`config.mk`:
```
export PLATFORM = sky130hd
export DESIGN_NAME = quote_aware_field_splitter_flat
export DESIGN_NICKNAME = d
export VERILOG_FILES = /design/src/qafs_pkg.sv /design/src/qafs_if.sv /design/src/qafs_cfg.sv /design/src/qafs_front.sv /design/src/qafs_fifo.sv /design/src/qafs_back.sv /design/src/quote_aware_field_splitter.sv /design/src/flat_wrapper.sv
export SDC_FILE = /design/constraint.sdc
export NUM_CORES = 1
export LEC_CHECK = 0
export BUFFER_PORTS_ARGS = -buffer_cell sky130_fd_sc_hd__buf_4
export CAP_MARGIN = 20
export CORE_MARGIN = 5
export CORE_UTILIZATION = 55
export DETAILED_ROUTE_END_ITERATION = 12
export MAX_ROUTING_LAYER = met4
export PLACE_DENSITY = 0.72
export REMOVE_ABC_BUFFERS = 1
export SYNTH_ARGS = -nofsm -noshare
export SYNTH_HDL_FRONTEND = slang
export SYNTH_SLANG_ARGS = --single-unit
```
`constraint.sdc`:
```
create_clock -name clk -period 28.1 [get_ports clk]
set_input_delay 2.81 -clock clk [delete_from_list [all_inputs] [get_ports clk]]
set_output_delay 2.81 -clock clk [all_outputs]
set_load 0.02 [all_outputs]
```
`src/qafs_pkg.sv`:
```
// ----------------------------------------------------------------------------
// qafs_pkg
// Types and constants shared by the quote-aware field splitter modules.
// ----------------------------------------------------------------------------
`timescale 1ns / 1ps

package qafs_pkg;

    localparam int NUM_SEP     = 4;
    localparam int FIFO_DEPTH  = 4;
    localparam int FIFO_AW     = $clog2(FIFO_DEPTH);
    localparam int APB_AW      = 5;

    localparam logic [15:0] QUOTE_UNIT = 16'd34;

    localparam logic [2:0] REG_SEP_A = 3'd0;
    localparam logic [2:0] REG_SEP_B = 3'd1;
    localparam logic [2:0] REG_SEP_C = 3'd2;
    localparam logic [2:0] REG_SEP_D = 3'd3;
    localparam logic [2:0] REG_USED  = 3'd4;

    typedef struct packed {
        logic [NUM_SEP-1:0][15:0] sep;
        logic [2:0]               used;
    } cfg_t;

    typedef struct packed {
        logic [15:0] start;
        logic [15:0] length;
        logic [15:0] index;
        logic        last;
    } word_t;

    typedef struct packed {
        logic [1:0]       cnt;
        word_t [1:0]      w;
    } rec_t;

    typedef struct packed {
        logic full;
        logic empty;
    } fifo_stat_t;

endpackage

```
`src/qafs_if.sv`:
```
// ----------------------------------------------------------------------------
// qafs_if
// Valid/ready channels for characters in and words out.
// ----------------------------------------------------------------------------
`timescale 1ns / 1ps

interface qafs_in_if;
    logic        valid;
    logic        ready;
    logic [15:0] code_unit;
    logic        has_char;
    logic        end_of_string;

    modport source (output valid, code_unit, has_char, end_of_string, input ready);
    modport sink   (input valid, code_unit, has_char, end_of_string, output ready);
endinterface

interface qafs_out_if;
    logic        valid;
    logic        ready;
    logic [15:0] word_start;
    logic [15:0] word_length;
    logic [15:0] word_index;
    logic        last_word;

    modport source (output valid, word_start, word_length, word_index, last_word,
                    input ready);
    modport sink   (input valid, word_start, word_length, word_index, last_word,
                     output ready);
endinterface

```
`src/qafs_cfg.sv`:
```
// ----------------------------------------------------------------------------
// qafs_cfg
// APB register file holding the separator characters and their count.
// ----------------------------------------------------------------------------
`timescale 1ns / 1ps

module qafs_cfg (
    input  logic                         clk,
    input  logic                         rst_n,
    input  logic                         psel,
    input  logic                         penable,
    input  logic                         pwrite,
    input  logic [qafs_pkg::APB_AW-1:0]  paddr,
    input  logic [31:0]                  pwdata,
    output logic [31:0]                  prdata,
    output logic                         pready,
    output qafs_pkg::cfg_t               cfg
);

    qafs_pkg::cfg_t cfg_reg;
    qafs_pkg::cfg_t cfg_next;
    logic [2:0]     idx;
    logic           wr_en;

    assign idx    = paddr[4:2];
    assign wr_en  = psel && penable && pwrite;
    assign pready = 1'b1;
    assign cfg    = cfg_reg;

    always_comb
    begin
        cfg_next = cfg_reg;
        if (wr_en)
        begin
            unique case (idx)
                qafs_pkg::REG_SEP_A: cfg_next.sep[0] = pwdata[15:0];
                qafs_pkg::REG_SEP_B: cfg_next.sep[1] = pwdata[15:0];
                qafs_pkg::REG_SEP_C: cfg_next.sep[2] = pwdata[15:0];
                qafs_pkg::REG_SEP_D: cfg_next.sep[3] = pwdata[15:0];
                qafs_pkg::REG_USED:  cfg_next.used   = pwdata[2:0];
                default:             cfg_next        = cfg_reg;
            endcase
        end
    end

    always_comb
    begin
        unique case (idx)
            qafs_pkg::REG_SEP_A: prdata = {16'd0, cfg_reg.sep[0]};
            qafs_pkg::REG_SEP_B: prdata = {16'd0, cfg_reg.sep[1]};
            qafs_pkg::REG_SEP_C: prdata = {16'd0, cfg_reg.sep[2]};
            qafs_pkg::REG_SEP_D: prdata = {16'd0, cfg_reg.sep[3]};
            qafs_pkg::REG_USED:  prdata = {29'd0, cfg_reg.used};
            default:             prdata = 32'd0;
        endcase
    end

    always_ff @(posedge clk or negedge rst_n)
    begin
        if (!rst_n)
        begin
            cfg_reg.sep[0] <= 16'd32;
            cfg_reg.sep[1] <= 16'd44;
            cfg_reg.sep[2] <= 16'd9;
            cfg_reg.sep[3] <= 16'd59;
            cfg_reg.used   <= 3'd1;
        end
        else
        begin
            cfg_reg <= cfg_next;
        end
    end

endmodule

```
`src/qafs_front.sv`:
```
// ----------------------------------------------------------------------------
// qafs_front
// Accepts characters, tracks quoting and word boundaries, and packs the
// words that each accepted item closes into one record for the queue.
// ----------------------------------------------------------------------------
`timescale 1ns / 1ps

module qafs_front #(
    parameter int POSITION_BITS = 16
) (
    input  logic                 clk,
    input  logic                 rst_n,
    input  qafs_pkg::cfg_t       cfg,
    qafs_in_if.sink              in_ch,
    input  qafs_pkg::fifo_stat_t stat,
    output logic                 push,
    output qafs_pkg::rec_t       push_rec
);

    localparam int PW = POSITION_BITS;

    logic          inq_reg, inq_next;
    logic          held_reg, held_next;
    logic [PW-1:0] cp_reg, cp_next;
    logic [PW-1:0] cws_reg, cws_next;
    logic [15:0]   wg_reg, wg_next;
    logic          accept;
    qafs_pkg::rec_t rec;

    function automatic logic [PW-1:0] sat_inc(input logic [PW-1:0] v);
        return (v == {PW{1'b1}}) ? v : v + 1'b1;
    endfunction

    function automatic logic [15:0] clamp16(input logic [PW-1:0] v);
        logic [PW+15:0] e;
        e = {16'd0, v};
        return (e[PW+15:16] != '0) ? 16'hFFFF : e[15:0];
    endfunction

    function automatic logic [PW-1:0] span(input logic [PW-1:0] p, input logic [PW-1:0] s);
        return (p > s) ? p - s : '0;
    endfunction

    function automatic logic is_sep(input qafs_pkg::cfg_t c, input logic [15:0] x);
        logic [2:0] n;
        logic       hit;
        n   = (c.used > 3'(qafs_pkg::NUM_SEP)) ? 3'(qafs_pkg::NUM_SEP) : c.used;
        hit = 1'b0;
        for (int i = 0; i < qafs_pkg::NUM_SEP; i++)
        begin
            if ((3'(i) < n) && (c.sep[i] == x))
            begin
                hit = 1'b1;
            end
        end
        return hit;
    endfunction

    function automatic qafs_pkg::word_t mk_word(input logic [PW-1:0] s,
                                                input logic [PW-1:0] l,
                                                input logic [15:0] idx,
                                                input logic last);
        qafs_pkg::word_t w;
        w.start  = clamp16(s);
        w.length = clamp16(l);
        w.index  = idx;
        w.last   = last;
        return w;
    endfunction

    assign in_ch.ready = !stat.full;
    assign accept      = in_ch.valid && in_ch.ready;
    assign push        = accept && (rec.cnt != 2'd0);
    assign push_rec    = rec;

    always_comb
    begin
        logic            inq;
        logic            held;
        logic            do_res;
        logic [PW-1:0]   pos;
        logic [PW-1:0]   rpos;
        logic [PW-1:0]   cws;
        logic [PW-1:0]   cp;
        logic [PW-1:0]   len;
        logic [15:0]     wg;
        logic [1:0]      k;
        logic            qsep;

        inq    = inq_reg;
        held   = held_reg;
        cws    = cws_reg;
        cp     = cp_reg;
        wg     = wg_reg;
        k      = 2'd0;
        rec    = '0;
        pos    = cp_reg;
        qsep   = is_sep(cfg, qafs_pkg::QUOTE_UNIT);
        do_res = 1'b0;
        rpos   = '0;
        len    = '0;

        if (in_ch.has_char)
        begin
            if (held && (in_ch.code_unit == qafs_pkg::QUOTE_UNIT))
            begin
                held = 1'b0;
            end
            else
            begin
                if (held)
                begin
                    held = 1'b0;
                    inq  = !inq;
                    rpos = (pos != '0) ? pos - 1'b1 : '0;
                    if (!inq && qsep)
                    begin
                        len = span(rpos, cws);
                        if (len != '0)
                        begin
                            rec.w[k[0]] = mk_word(cws, len, wg, 1'b0);
                            k  = k + 2'd1;
                            wg = (wg == 16'hFFFF) ? wg : wg + 16'd1;
                        end
                        cws = sat_inc(rpos);
                    end
                end
                if (in_ch.code_unit == qafs_pkg::QUOTE_UNIT)
                begin
                    held = 1'b1;
                end
                else if (!inq && is_sep(cfg, in_ch.code_unit))
                begin
                    len = span(pos, cws);
                    if (len != '0)
                    begin
                        rec.w[k[0]] = mk_word(cws, len, wg, 1'b0);
                        k  = k + 2'd1;
                        wg = (wg == 16'hFFFF) ? wg : wg + 16'd1;
                    end
                    cws = sat_inc(pos);
                end
            end
            cp = sat_inc(cp);
        end

        if (in_ch.end_of_string)
        begin
            if (held)
            begin
                do_res = 1'b1;
                held   = 1'b0;
                inq    = !inq;
                rpos   = (cp != '0) ? cp - 1'b1 : '0;
            end
            if (do_res && !inq && qsep)
            begin
                len = span(rpos, cws);
                if (len != '0)
                begin
                    rec.w[k[0]] = mk_word(cws, len, wg, 1'b0);
                    k  = k + 2'd1;
                    wg = (wg == 16'hFFFF) ? wg : wg + 16'd1;
                end
                cws = sat_inc(rpos);
            end
            rec.w[k[0]] = mk_word(cws, span(cp, cws), wg, 1'b1);
            k    = k + 2'd1;
            inq  = 1'b0;
            held = 1'b0;
            cp   = '0;
            cws  = '0;
            wg   = 16'd0;
        end

        rec.cnt   = k;
        inq_next  = inq;
        held_next = held;
        cp_next   = cp;
        cws_next  = cws;
        wg_next   = wg;
    end

    always_ff @(posedge clk or negedge rst_n)
    begin
        if (!rst_n)
        begin
            inq_reg  <= 1'b0;
            held_reg <= 1'b0;
            cp_reg   <= '0;
            cws_reg  <= '0;
            wg_reg   <= 16'd0;
        end
        else if (accept)
        begin
            inq_reg  <= inq_next;
            held_reg <= held_next;
            cp_reg   <= cp_next;
            cws_reg  <= cws_next;
            wg_reg   <= wg_next;
        end
    end

    a_eos_clears: assert property (@(posedge clk) disable iff (!rst_n)
        (accept && in_ch.end_of_string) |=> (cp_reg == '0 && wg_reg == 16'd0 && !held_reg))
        else $error("state not cleared after end of string");

    a_push_count: assert property (@(posedge clk) disable iff (!rst_n)
        push |-> (push_rec.cnt == 2'd1 || push_rec.cnt == 2'd2))
        else $error("record pushed with bad word count");

    a_held_has_pos: assert property (@(posedge clk) disable iff (!rst_n)
        held_reg |-> (cp_reg != '0))
        else $error("quote held with no character counted");

endmodule

```
`src/qafs_fifo.sv`:
```
// ----------------------------------------------------------------------------
// qafs_fifo
// Short queue of word records between the front and the back.
// ----------------------------------------------------------------------------
`timescale 1ns / 1ps

module qafs_fifo (
    input  logic                 clk,
    input  logic                 rst_n,
    input  logic                 push,
    input  qafs_pkg::rec_t       push_rec,
    input  logic                 pop,
    output qafs_pkg::rec_t       head_rec,
    output qafs_pkg::fifo_stat_t stat
);

    localparam int AW = qafs_pkg::FIFO_AW;

    qafs_pkg::rec_t mem [qafs_pkg::FIFO_DEPTH];
    logic [AW-1:0]  wp_reg, wp_next;
    logic [AW-1:0]  rp_reg, rp_next;
    logic [AW:0]    cnt_reg, cnt_next;

    assign head_rec   = mem[rp_reg];
    assign stat.full  = (cnt_reg == (AW+1)'(qafs_pkg::FIFO_DEPTH));
    assign stat.empty = (cnt_reg == '0);

    always_comb
    begin
        wp_next  = push ? wp_reg + 1'b1 : wp_reg;
        rp_next  = pop  ? rp_reg + 1'b1 : rp_reg;
        cnt_next = cnt_reg + (AW+1)'(push) - (AW+1)'(pop);
    end

    always_ff @(posedge clk)
    begin
        if (push)
        begin
            mem[wp_reg] <= push_rec;
        end
    end

    always_ff @(posedge clk or negedge rst_n)
    begin
        if (!rst_n)
        begin
            wp_reg  <= '0;
            rp_reg  <= '0;
            cnt_reg <= '0;
        end
        else
        begin
            wp_reg  <= wp_next;
            rp_reg  <= rp_next;
            cnt_reg <= cnt_next;
        end
    end

endmodule

```
`src/qafs_back.sv`:
```
// ----------------------------------------------------------------------------
// qafs_back
// Takes records from the queue and delivers their words one per transfer
// through an output register.
// ----------------------------------------------------------------------------
`timescale 1ns / 1ps

module qafs_back (
    input  logic                 clk,
    input  logic                 rst_n,
    input  qafs_pkg::rec_t       head_rec,
    input  qafs_pkg::fifo_stat_t stat,
    output logic                 pop,
    qafs_out_if.source           out_ch
);

    logic            sub_reg, sub_next;
    logic            ov_reg, ov_next;
    qafs_pkg::word_t ow_reg, ow_next;
    logic            load;
    logic            take;
    logic            rec_done;

    assign load     = !ov_reg || out_ch.ready;
    assign take     = load && !stat.empty;
    assign rec_done = (head_rec.cnt == 2'd1) || sub_reg;
    assign pop      = take && rec_done;

    always_comb
    begin
        sub_next = sub_reg;
        ov_next  = ov_reg;
        ow_next  = ow_reg;
        if (load)
        begin
            ov_next = take;
            if (take)
            begin
                ow_next  = head_rec.w[sub_reg];
                sub_next = !rec_done;
            end
        end
    end

    always_ff @(posedge clk)
    begin
        ow_reg <= ow_next;
    end

    always_ff @(posedge clk or negedge rst_n)
    begin
        if (!rst_n)
        begin
            sub_reg <= 1'b0;
            ov_reg  <= 1'b0;
        end
        else
        begin
            sub_reg <= sub_next;
            ov_reg  <= ov_next;
        end
    end

    assign out_ch.valid       = ov_reg;
    assign out_ch.word_start  = ow_reg.start;
    assign out_ch.word_length = ow_reg.length;
    assign out_ch.word_index  = ow_reg.index;
    assign out_ch.last_word   = ow_reg.last;

endmodule

```
`src/quote_aware_field_splitter.sv`:
```
// ----------------------------------------------------------------------------
// quote_aware_field_splitter
// Splits a character stream into words at configured separators, honouring
// double quotes, and reports each word's start, length and index.
// Throughput: one character a cycle while the queue has room; each word
// takes one output transfer, so a character that closes two words takes two.
// Path: a closing item's record is written into the queue, then each word is
// moved to the output register, which holds while the receiver stalls.
// Reset: asynchronous, clears all control state and restores the default
// separators; no clearing pass is needed.
`timescale 1ns / 1ps

module quote_aware_field_splitter #(
    parameter int POSITION_BITS = 16
) (
    input  logic                         clk,
    input  logic                         rst_n,
    qafs_in_if.sink                      in_ch,
    qafs_out_if.source                   out_ch,
    input  logic                         psel,
    input  logic                         penable,
    input  logic                         pwrite,
    input  logic [qafs_pkg::APB_AW-1:0]  paddr,
    input  logic [31:0]                  pwdata,
    output logic [31:0]                  prdata,
    output logic                         pready
);

    qafs_pkg::cfg_t       cfg;
    qafs_pkg::fifo_stat_t stat;
    qafs_pkg::rec_t       push_rec;
    qafs_pkg::rec_t       head_rec;
    logic                 push;
    logic                 pop;

    qafs_cfg u_cfg (
        .clk     (clk),
        .rst_n   (rst_n),
        .psel    (psel),
        .penable (penable),
        .pwrite  (pwrite),
        .paddr   (paddr),
        .pwdata  (pwdata),
        .prdata  (prdata),
        .pready  (pready),
        .cfg     (cfg)
    );

    qafs_front #(
        .POSITION_BITS (POSITION_BITS)
    ) u_front (
        .clk      (clk),
        .rst_n    (rst_n),
        .cfg      (cfg),
        .in_ch    (in_ch),
        .stat     (stat),
        .push     (push),
        .push_rec (push_rec)
    );

    qafs_fifo u_fifo (
        .clk      (clk),
        .rst_n    (rst_n),
        .push     (push),
        .push_rec (push_rec),
        .pop      (pop),
        .head_rec (head_rec),
        .stat     (stat)
    );

    qafs_back u_back (
        .clk      (clk),
        .rst_n    (rst_n),
        .head_rec (head_rec),
        .stat     (stat),
        .pop      (pop),
        .out_ch   (out_ch)
    );

endmodule

```
`src/flat_wrapper.sv`:
```
// flat-port wrapper written by rule: the top's interface ports become plain ports
module quote_aware_field_splitter_flat 
#(
    parameter int POSITION_BITS = 16
)
  (clk, rst_n, psel, penable, pwrite, paddr, pwdata, prdata, pready, in_ch_valid, in_ch_code_unit, in_ch_has_char, in_ch_end_of_string, in_ch_ready, out_ch_valid, out_ch_word_start, out_ch_word_length, out_ch_word_index, out_ch_last_word, out_ch_ready);
  qafs_in_if in_ch_i ();
  qafs_out_if out_ch_i ();
  input  logic clk;
  input  logic rst_n;
  input  logic psel;
  input  logic penable;
  input  logic pwrite;
  input  logic [qafs_pkg::APB_AW-1:0] paddr;
  input  logic [31:0] pwdata;
  output logic [31:0] prdata;
  output logic pready;
  input wire logic [$bits(in_ch_i.valid)-1:0] in_ch_valid;
  input wire logic [$bits(in_ch_i.code_unit)-1:0] in_ch_code_unit;
  input wire logic [$bits(in_ch_i.has_char)-1:0] in_ch_has_char;
  input wire logic [$bits(in_ch_i.end_of_string)-1:0] in_ch_end_of_string;
  output wire logic [$bits(in_ch_i.ready)-1:0] in_ch_ready;
  output wire logic [$bits(out_ch_i.valid)-1:0] out_ch_valid;
  output wire logic [$bits(out_ch_i.word_start)-1:0] out_ch_word_start;
  output wire logic [$bits(out_ch_i.word_length)-1:0] out_ch_word_length;
  output wire logic [$bits(out_ch_i.word_index)-1:0] out_ch_word_index;
  output wire logic [$bits(out_ch_i.last_word)-1:0] out_ch_last_word;
  input wire logic [$bits(out_ch_i.ready)-1:0] out_ch_ready;
  assign in_ch_i.valid = in_ch_valid;
  assign in_ch_i.code_unit = in_ch_code_unit;
  assign in_ch_i.has_char = in_ch_has_char;
  assign in_ch_i.end_of_string = in_ch_end_of_string;
  assign in_ch_ready = in_ch_i.ready;
  assign out_ch_valid = out_ch_i.valid;
  assign out_ch_word_start = out_ch_i.word_start;
  assign out_ch_word_length = out_ch_i.word_length;
  assign out_ch_word_index = out_ch_i.word_index;
  assign out_ch_last_word = out_ch_i.last_word;
  assign out_ch_i.ready = out_ch_ready;
  quote_aware_field_splitter #(.POSITION_BITS(POSITION_BITS)) u_core (.clk(clk), .rst_n(rst_n), .in_ch(in_ch_i), .out_ch(out_ch_i), .psel(psel), .penable(penable), .pwrite(pwrite), .paddr(paddr), .pwdata(pwdata), .prdata(prdata), .pready(pready));
endmodule
```
## Word level (Yosys, flattened, before mapping)

Memories as Yosys holds them, arrays and structs flattened.
Cells that the tools add are included.

| storage, ports and cells | value |
|---|---|
| register bits | 175 |
| bits in latches | 0 |
| RAM bits | 400 |
| memory bits (read-only) | 0 |
| bits of input ports | 62 |
| output and inout port bits | 84 |
| word-level logic and storage cells | 234 |
| memories kept | 1 |

| cells by class | value |
|---|---|
| add/subtract/negate cells | 19 |
| multipliers | 0 |
| divide/modulo/power cells | 0 |
| order comparisons | 16 |
| equality and inequality tests | 21 |
| shift operators | 0 |
| muxes and demuxes | 112 |
| bitwise gates (word level) | 0 |
| reduce and logical (&&, ||, !) cells | 46 |

Memory list:

| name | depth | bits a word | rd ports | clocked after memory_dff | wr ports | RTL line | text |
|---|---|---|---|---|---|---|---|
| u_core.u_fifo.mem | 4 | 100 | 1 | 0 | 1 | qafs_fifo.sv:19 | `qafs_pkg::rec_t mem [qafs_pkg::FIFO_DEPTH];` |

Operators by type and width:

| kind | number |
|---|---|
| $mux W98 | 9 |
| $mux W16 | 44 |
| $mux W49 | 10 |
| $bwmux W98 | 3 |
| $demux W49 S1 | 3 |
| $add A16 B1 Y16 const B | 6 |
| $eq A16 B16 Y1 const B | 6 |
| $eq A16 B6 Y1 const B | 5 |
| $pmux W16 S5 | 1 |
| $reduce_bool A16 Y1 | 5 |
| $eq A16 B16 Y1 | 4 |
| $gt A16 B16 Y1 | 4 |
| $sub A16 B16 Y16 | 4 |
| $sub A16 B1 Y16 const B | 2 |
| $mux W1 | 30 |
| $logic_and A1 B1 Y1 | 22 |
| $mux W2 | 11 |
| $reduce_and A2 Y1 | 6 |
| $add A2 B1 Y2 const B | 5 |
| $logic_not A1 Y1 | 8 |
| $lt A1 B2 Y1 const B | 4 |
| $eq A3 B2 Y1 const B | 2 |
| $eq A3 B3 Y1 const B | 2 |
| $logic_not A3 Y1 | 2 |
| other kinds (11) | 16 |

## Logic depth before layout (Yosys ltp)

Gate-level depths: netlist of run 1.

| depth | value |
|---|---|
| depth after elaboration | 31 |
| mapped depth | 39 |
| depth with buffers taken out | 35 |

## Modules after synthesis

A second synthesis of run 1 with hierarchy kept.

| unflattened totals | value |
|---|---|
| cell total of the unflattened synthesis | 3,012 |
| area, all modules | 34,346.7 µm² |

By module, submodules not included:

| module | instances | cells an instance | area an instance (µm²) | seq. area each (µm²) |
|---|---|---|---|---|
| qafs_fifo | 1 | 556 | 14,819.2 | 12,186.7 |
| qafs_front | 1 | 2,126 | 13,870.8 | 1,251.2 |
| qafs_cfg | 1 | 216 | 3,240.6 | 1,691.6 |
| qafs_back | 1 | 114 | 2,416.1 | 1,521.5 |

## Worst setup path before layout of run 1

No wires, ideal clock.

| timing | value |
|---|---|
| path kind | reg-to-reg |
| start point | register u_core.u_front.cp_reg[0] |
| end point | memory u_core.u_fifo.mem[0][0] (netlist bit), enable pin |
| library setup time | 0.470 ns |
| arrival time | 9.977 ns |
| data required time | 27.630 ns |
| slack | 17.653 ns |
| stages on the path, launching flop included | 33 |
| path buffers | 4 |
| clock period less this slack | 10.447 ns |
| cell sequence | dfrtp_1 -> buf_1 -> inv_1 -> ha_1 -> or3b_2 -> clkbuf_1 -> a41oi_1 -> a31oi_1 -> a211o_1 -> or3_1 -> or4_1 -> clkbuf_1 -> nor3b_1 -> nand2_1 -> xnor2_1 -> a21oi_1 -> ha_1 -> clkbuf_1 -> a21oi_1 -> a211oi_1 -> a211oi_2 -> a21oi_1 -> or4_1 -> a2111oi_1 -> a21boi_1 -> ha_1 -> nand2_1 -> o21ai_0 -> nand2_1 -> inv_1 -> and3_1 -> a211oi_1 -> and2_1 |

| between the ends | value |
|---|---|
| word-level cells in the longest chain between the ends | 26 |
| elaborated cells on any way between the ends | 59 |
| classes of those cells | add/sub (10); order compare (3); eq/ne (2); mux (37); reduce/logical (7) |

RTL lines:

| item | RTL line | text |
|---|---|---|
| start: declaration | qafs_front.sv:24 | `logic [PW-1:0] cp_reg, cp_next;` |
| start signal: assignment | qafs_front.sv:198 | `cp_reg <= cp_next;` |
| $sub A16 B1 Y16 / $reduce_bool A16 Y1 (equally long branches) | qafs_front.sv:115 | `rpos = (pos != '0) ? pos - 1'b1 : '0;` |
| $mux W16 | qafs_front.sv:115 |  |
| $add A16 B1 Y16 (tied with other cells) | qafs_front.sv:31 | `return (v == {PW{1'b1}}) ? v : v + 1'b1;` |
| $mux W16 (on tied branches) | qafs_front.sv:31, qafs_front.sv:41 |  |
| $mux W16 / $reduce_bool A16 Y1 (equally long branches) | qafs_front.sv:116, qafs_front.sv:119 |  |
| $mux W16 / $mux W1 (equally long branches) | qafs_front.sv:111, qafs_front.sv:119 |  |
| $mux W16 / $mux W1 (equally long branches) | qafs_front.sv:105, qafs_front.sv:116 |  |
| $mux W16 / $mux W1 (equally long branches) | qafs_front.sv:103, qafs_front.sv:111 |  |
| [11 not listed] | -- |  |
| $mux W2 | qafs_front.sv:147 | `if (in_ch.end_of_string)` |
| $add A2 B1 Y2 | qafs_front.sv:168 | `k = k + 2'd1;` |
| $mux W2 (*) | qafs_front.sv:147 |  |
| $reduce_bool A2 Y1 (*) | qafs_front.sv:73 | `assign push = accept && (rec.cnt != 2'd0);` |
| $logic_and A1 B1 Y1 (*) | qafs_front.sv:73 |  |
| via u_core.push | quote_aware_field_splitter.sv:33 | `logic push;` |
| $mux W1 (*) | qafs_fifo.sv:37 | `if (push)` |
| $mux W1 (not written as such) (*) | qafs_fifo.sv:39 | `mem[wp_reg] <= push_rec;` |
| end: declaration | qafs_fifo.sv:19 |  |

The timed path passes the listed nets; every way through them passes the cells marked *. The select of a mux whose other input is x is not followed.

## Worst setup path in the final report of run 1

| timing | value |
|---|---|
| start point | register u_core.u_front.cp_reg[1] |
| end point | memory u_core.u_fifo.mem[0][9] (netlist bit), enable pin |

The elaborated chain is that of the path after synthesis.

==> run metrics, run 1 <==
number of instances resized during post-cts repair 0; critical path launch point u_core.u_front.cp_reg[1]; number of remaining DRC errors 0; normalized max-slew margin 21.2%; number of flip-flops under the largest register name 400; number of nets in the final layout roughly 3.3k; number of buffers inserted by post-CTS setup repair 0; Max H-tree Level 2; critical path required time between 20 and 30 ns; startpoint kind of the worst setup timing path register; total core area about 63000 um^2; total of max-cap violations 0; Die Y-Extent about 260 um; Worst-path clk slew around 0.070 ns; R2R Path End u_core.u_fifo.mem[0][9]; wirelength, routed between 100000 and 150000 um; destination of the critical timing path u_core.u_fifo.mem[0][9]; worst reg-to-reg setup slack 15.18 ns; TritonCTS clock tree yes; DRT Pass-1 Iters 6; post-detailed-route wirelength per cell approximately 30 um; leakage dissipation 13.9 nW; drt first-iter violations ~3.7k; Max Fclk 77.4 MHz; Post-Syn Instances 3116; most instantiated flip-flop cell in the synthesis netlist sky130_fd_sc_hd__edfxtp_1; outcome completed; wire length of the first global-routing pass between 150000 and 200000 um; PortBufs 110; synth unique cells about 110; die outline area 68000 um^2; maximum vdd drop between 90 and 100 uV; Finish-stage setup viols 0; core occupancy in the finished layout ~61%; overall track demand over capacity in global routing between 30% and 40%; final estimated routing congestion in global placement 1.08; effective utilization at floorplan about 55%; die extent in x 261 um; GRT overflow 0; CP max stage cell sky130_fd_sc_hd__and2_4; worst r2r path cells 31; unrepaired setup endpoints after global routing no; via density per instance 6.90; synthesized area per cell about 11 um^2; area share of the leading cell type in the synthesized netlist 39.0%; type of the worst min-delay path register to register; insertion delay to the later sink of the worst-skew pair between 0.6 and 0.7 ns; most numerous cell on the critical path sky130_fd_sc_hd__ha_1; number of nets with antenna violations after detailed routing 0; final worst clock skew roughly 0.037 ns; dominant cells by area after synthesis sky130_fd_sc_hd__edfxtp_1 (39%), sky130_fd_sc_hd__dfrtp_1 (8.2%), sky130_fd_sc_hd__mux4_2 (7.3%); signed area change from the synthesized netlist to the final layout 10.4%; min cycle time layout about 13 ns; ratio of cells with drive above 1 in the final layout 18.3%; async set-reset flop share out of synthesis a little over a fifth; clock buffer count from CTS 58; startpoint of the lowest-slack register-to-register path u_core.u_front.cp_reg[1]; total number of yosys warnings 0; fill cell count ~5.0k; CTS hold repair buffers 0; most numerous cell in the Yosys netlist sky130_fd_sc_hd__edfxtp_1; clock sink count about 580; Critical Path Fanout Max 58; mapped cell area ~35000 um^2; final cycle utilization of the critical path 46.0%; number of enable flip-flop cells after synthesis between 400 and 500; Yosys reg bits about 580; final count of pins violating max slew 0; most used standard cells in the synthesized netlist sky130_fd_sc_hd__edfxtp_1 (449), sky130_fd_sc_hd__nand2_1 (262), sky130_fd_sc_hd__o21ai_0 (191); number of global-route vias before repair roughly 27k; Crit Path Category register to register; Top-Level Pins approximately 150; clock root buffer sky130_fd_sc_hd__clkbuf_16; half-perimeter wire length of the detailed placement result 86400 um; antenna violations before repair 5; cell taking the most area after synthesis sky130_fd_sc_hd__edfxtp_1; power per standard cell area 103 nW/um^2; clk buf depth 3; CP Data Arrival Time between 10 and 15 ns; endpoint kind of the worst setup timing path register; setup total negative slack 0 ns; largest net degree at the start of global routing slightly below 80; Std-Cell Rows slightly above 90; Seq/Total Area, Yosys roughly half; Final Hold Vio Count 0; worst stage delay on the critical path approximately 0.80 ns; Slew @ Worst Pin about 1.2 ns; vias after detailed routing roughly 28k
[critical path, delay by kind of cell, from the launching register on]
kind,cells,cell delay [ns]
simple gates,13,4.41
buf+inv,4,1.88
compound gates,8,3.24
mux,1,0.67
fa+ha+maj,4,1.43
xor+xnor,1,0.12
flops,1,0.63
[cells by family after synthesis]
group                    after synthesis  synth area share (%)
flip-flops                           575                  48.1
buffers and inverters                320                  3.77
AO/OA/AOI/OAI                        693                  13.1
multiplexers                         273                  12.4
AND/OR/NAND/NOR                      987                  14.8
other                                  2                0.0217
XOR/XNOR                             181                  4.58
adder cells (fa/ha/maj)               85                  3.18
[cells in the final DEF, fill, tap and decap left out, types with 25 or more instances in the layout]
cell and instances:
sky130_fd_sc_hd__nand4_1 44, sky130_fd_sc_hd__nor2b_1 32, sky130_fd_sc_hd__xor2_1 86, sky130_fd_sc_hd__nor2_1 162, sky130_fd_sc_hd__a21oi_1 138, sky130_fd_sc_hd__xnor2_1 95, sky130_fd_sc_hd__nand2b_1 25, sky130_fd_sc_hd__a31oi_1 27
sky130_fd_sc_hd__mux2i_1 35, sky130_fd_sc_hd__nor4_1 45, sky130_fd_sc_hd__edfxtp_1 449, sky130_fd_sc_hd__o22ai_1 37, sky130_fd_sc_hd__clkbuf_16 58, sky130_fd_sc_hd__nand3_1 127, sky130_fd_sc_hd__and3_1 41, sky130_fd_sc_hd__buf_4 155
sky130_fd_sc_hd__nor3_1 73, sky130_fd_sc_hd__nand2_1 260, sky130_fd_sc_hd__ha_1 80, sky130_fd_sc_hd__or3_1 33, sky130_fd_sc_hd__a21o_1 42, sky130_fd_sc_hd__inv_1 112, sky130_fd_sc_hd__dfrtp_1 111, sky130_fd_sc_hd__o21ai_0 191
sky130_fd_sc_hd__mux4_2 112, sky130_fd_sc_hd__mux2_2 125
[metal layers]
metal | vias to the layer above | global-route usage, % | part of all wire, %
met4 | 0 | 13.8 | 4.8
li1 | 11924 | - | -
met2 | 1775 | 53.6 | 45
met5 | - | - | 0
met3 | 297 | 5.76 | 9.3
met1 | 13871 | 50.5 | 41
[through the flow]
step                      hold slack [ns]  std cells  total power (W)  worst slack, ns  area, um^2
after floorplan                     0.450       2926          0.00246            16.58       33800
final                               0.516       4041          0.00392            15.18       38200
after CTS                           0.515       4036          0.00389            15.76       38200
after global routing                0.530       4041          0.00411            14.96       38200
after global placement              0.469       3928          0.00301            15.58       36100
after detailed placement            0.502       3928          0.00304            15.32       36100
[final cells by class]
type | count | area [um^2] | share of cell area (%)
multi-input combinational | 2236 | 16800 | 44.0
tap | 846 | 1060 | 2.77
antenna | 3 | 7.51 | 0.0197
timing repair buffer | 158 | 1180 | 3.10
clock inverter | 44 | 579 | 1.52
inverter | 115 | 432 | 1.13
clock buffer | 64 | 1470 | 3.86
sequential | 575 | 16700 | 43.6
[worst min path at each step]
stage	slack (ns)	cells after the start	end	start
2_1_floorplan	0.45	2	u_core.u_front.cws_reg[8]	u_core.u_front.cws_reg[8]
3_3_place_gp	0.47	2	u_core.u_front.cws_reg[8]	u_core.u_front.cws_reg[8]
3_5_place_dp	0.50	2	u_core.u_front.cws_reg[4]	u_core.u_front.cws_reg[4]
4_1_cts	0.51	2	u_core.u_front.cws_reg[4]	u_core.u_front.cws_reg[4]
5_1_grt	0.53	2	u_core.u_front.cws_reg[8]	u_core.u_front.cws_reg[8]
6_report	0.52	2	u_core.u_front.cws_reg[8]	u_core.u_front.cws_reg[8]
[where the power goes]
| part | leakage [nW] | internal, W | switching (W) |
|---|---|---|---|
| registers | 5.86 | 0.00108 | 0.000119 |
| clock network | 0.993 | 0.000486 | 0.000346 |
| logic | 7.05 | 0.000711 | 0.00118 |
No activity file was read; power rests on OpenSTA's default activity.
==> run 2, diff against run 1 <==
- PLACE_DENSITY: 0.72 -> 0.75
- clock period: 28.1 -> 11.5 ns (I/O delays scaled with it)
==> run 2 against run 1 <==
Worst hold slack got worse by 0.0025 ns. Non-clock buffer count rose by 62. Combinational power rose by 150%. Largest power group unchanged. Highest routed layer unchanged.
==> run metrics, run 2 (same netlist as run 1, synthesis figures left out) <==
outcome completed; clk buf depth 3; TritonCTS clock tree yes; effective utilization at floorplan a little under three fifths; clock buffer count from CTS 59; PortBufs 110; Register Area between 15000 and 20000 um^2; post-detailed-route wirelength per cell around 28 um; vias after detailed routing about 28k; final cycle utilization of the critical path a little over nine tenths; insertion delay to the later sink of the worst-skew pair around 0.65 ns; top library cells by usage in the layout, fill and taps aside sky130_fd_sc_hd__edfxtp_1 (449), sky130_fd_sc_hd__nand2_1 (260), sky130_fd_sc_hd__buf_4 (206), sky130_fd_sc_hd__o21ai_0 (191), sky130_fd_sc_hd__nor2_1 (163); final estimated routing congestion in global placement 1.12; clock root buffer sky130_fd_sc_hd__clkbuf_16; total of max-cap violations 0; Worst-path clk slew 0.07 ns; signed area change from the synthesized netlist to the final layout 11.6%; Final Hold Vio Count 0; normalized max-slew margin approximately a fifth; area used by multi-input combinational logic 16800 um^2; Slew @ Worst Pin 1.21 ns; unrepaired setup endpoints after global routing no; leakage dissipation 14.2 nW; die outline area ~70000 um^2; total core area between 60000 and 70000 um^2; Finish-stage setup viols 0; type of the worst min-delay path register to register; GRT overflow 0; antenna violations before repair 1; wirelength, routed around 120000 um; number of global-route vias before repair between 20k and 30k; DRT Pass-1 Iters 6; ratio of cells with drive above 1 in the final layout approximately 19%; die extent in x 261 um; endpoint kind of the worst setup timing path register; maximum vdd drop approximately 190 uV; number of flip-flops under the largest register name 400; number of standard cells in the final layout excluding fillers 4104; most numerous cell on the critical path sky130_fd_sc_hd__nand4_1; setup total negative slack 0 ns; number of remaining DRC errors 0; largest net degree at the start of global routing 74; CP max stage cell sky130_fd_sc_hd__o311ai_0; Crit Path Category register to register; number of instances resized during post-cts repair 0; min cycle time layout between 10 and 15 ns; number of nets in the final layout approximately 3.4k; most common cell after layout, fill and taps aside sky130_fd_sc_hd__edfxtp_1; clock sink count 575; CTS hold repair buffers 0; number of cells after detailed placement about 4k; worst stage delay on the critical path 0.87 ns; number of nets with antenna violations after detailed routing 0; half-perimeter wire length of the detailed placement result between 80000 and 90000 um; Std-Cell Rows 92; Max H-tree Level 2; wire length of the first global-routing pass 173000 um; power per standard cell area 244 nW/um^2; Top-Level Pins 146; final worst clock skew 0.0361 ns; via density per instance around 6.8; CP Data Arrival Time between 10 and 15 ns; number of buffers inserted by post-CTS setup repair 0; final count of pins violating max slew 0; drt first-iter violations 3471; fill cell count around 5.0k; Critical Path Fanout Max 13; overall track demand over capacity in global routing roughly a third; Max Fclk 92.9 MHz; Die Y-Extent between 200 and 300 um; critical path required time roughly 12 ns; startpoint kind of the worst setup timing path register
run 2: power breakdown:
group	switching [W]	internal, W	leakage (nW)	total (W)
clock network	0.000816	0.00106	0.908	0.00188
logic	0.00287	0.00178	7.41	0.00465
registers	0.000263	0.00264	5.85	0.00290
run 2: area by class of cell:
| type | instances | area share, % |
|---|---|---|
| clock buffers | 81 | 4.09 |
| repair buffers | 220 | 4.67 |
| well taps | 846 | 2.74 |
| diodes | 1 | 0.00648 |
| multi-input cells | 2236 | 43.4 |
| inverters | 115 | 1.12 |
| clock inverters | 30 | 0.800 |
| flip-flops and latches | 575 | 43.1 |
run 2: path summary, 6_finish.rpt:
check / startpoint / endpoint / slack (ns) / cells after the start
min in group asynchronous: rst_n / u_core.u_cfg.cfg[59] / 0.68 / 1
hold / removal: u_core.u_front.cws_reg[8] / u_core.u_front.cws_reg[8] / 0.51 / 2
setup reg to reg: u_core.u_front.cp_reg[6] / u_core.u_fifo.mem[0][53] / 0.73 / 28
max in group asynchronous: rst_n / u_core.u_fifo.rp_reg[1] / 9.21 / 2
setup / recovery: u_core.u_front.cp_reg[6] / u_core.u_fifo.mem[0][53] / 0.73 / 28
hold reg to reg: u_core.u_front.cws_reg[8] / u_core.u_front.cws_reg[8] / 0.51 / 2
run 2: worst max-delay path: cells and delay by family (launching register included):
kind,cells,cell delay (ns)
and+or+nand+nor,13,5.36
AOI/OAI and AO/OA,9,3.40
DFF,1,0.53
buffers and inverters,3,0.53
adders and majority gates,1,0.44
xor gates and xnor gates,2,0.25
run 2: metrics by stage:
step / hold WS (ns) / util, % / power (W) / setup slack, ns / instance area (um^2)
after floorplan: 0.450 / - / 0.00602 / 1.23 / 33800
after global placement: 0.467 / 58.5 / 0.00737 / 1.42 / 36700
after detailed placement: 0.478 / 58.5 / 0.00747 / 1.12 / 36700
after CTS: 0.498 / 61.5 / 0.00937 / 1.07 / 38600
after global routing: 0.517 / 61.6 / 0.00989 / 0.272 / 38600
final: 0.513 / 61.6 / 0.00942 / 0.734 / 38600
run 2: metal layers:
metal	routed length, um	up-vias	global-route usage [%]
li1	-	12056	-
met1	47500	13822	46.9
met2	53100	1527	52.9
met3	10300	319	5.98
met4	6000	0	14.6
met5	0	-	-
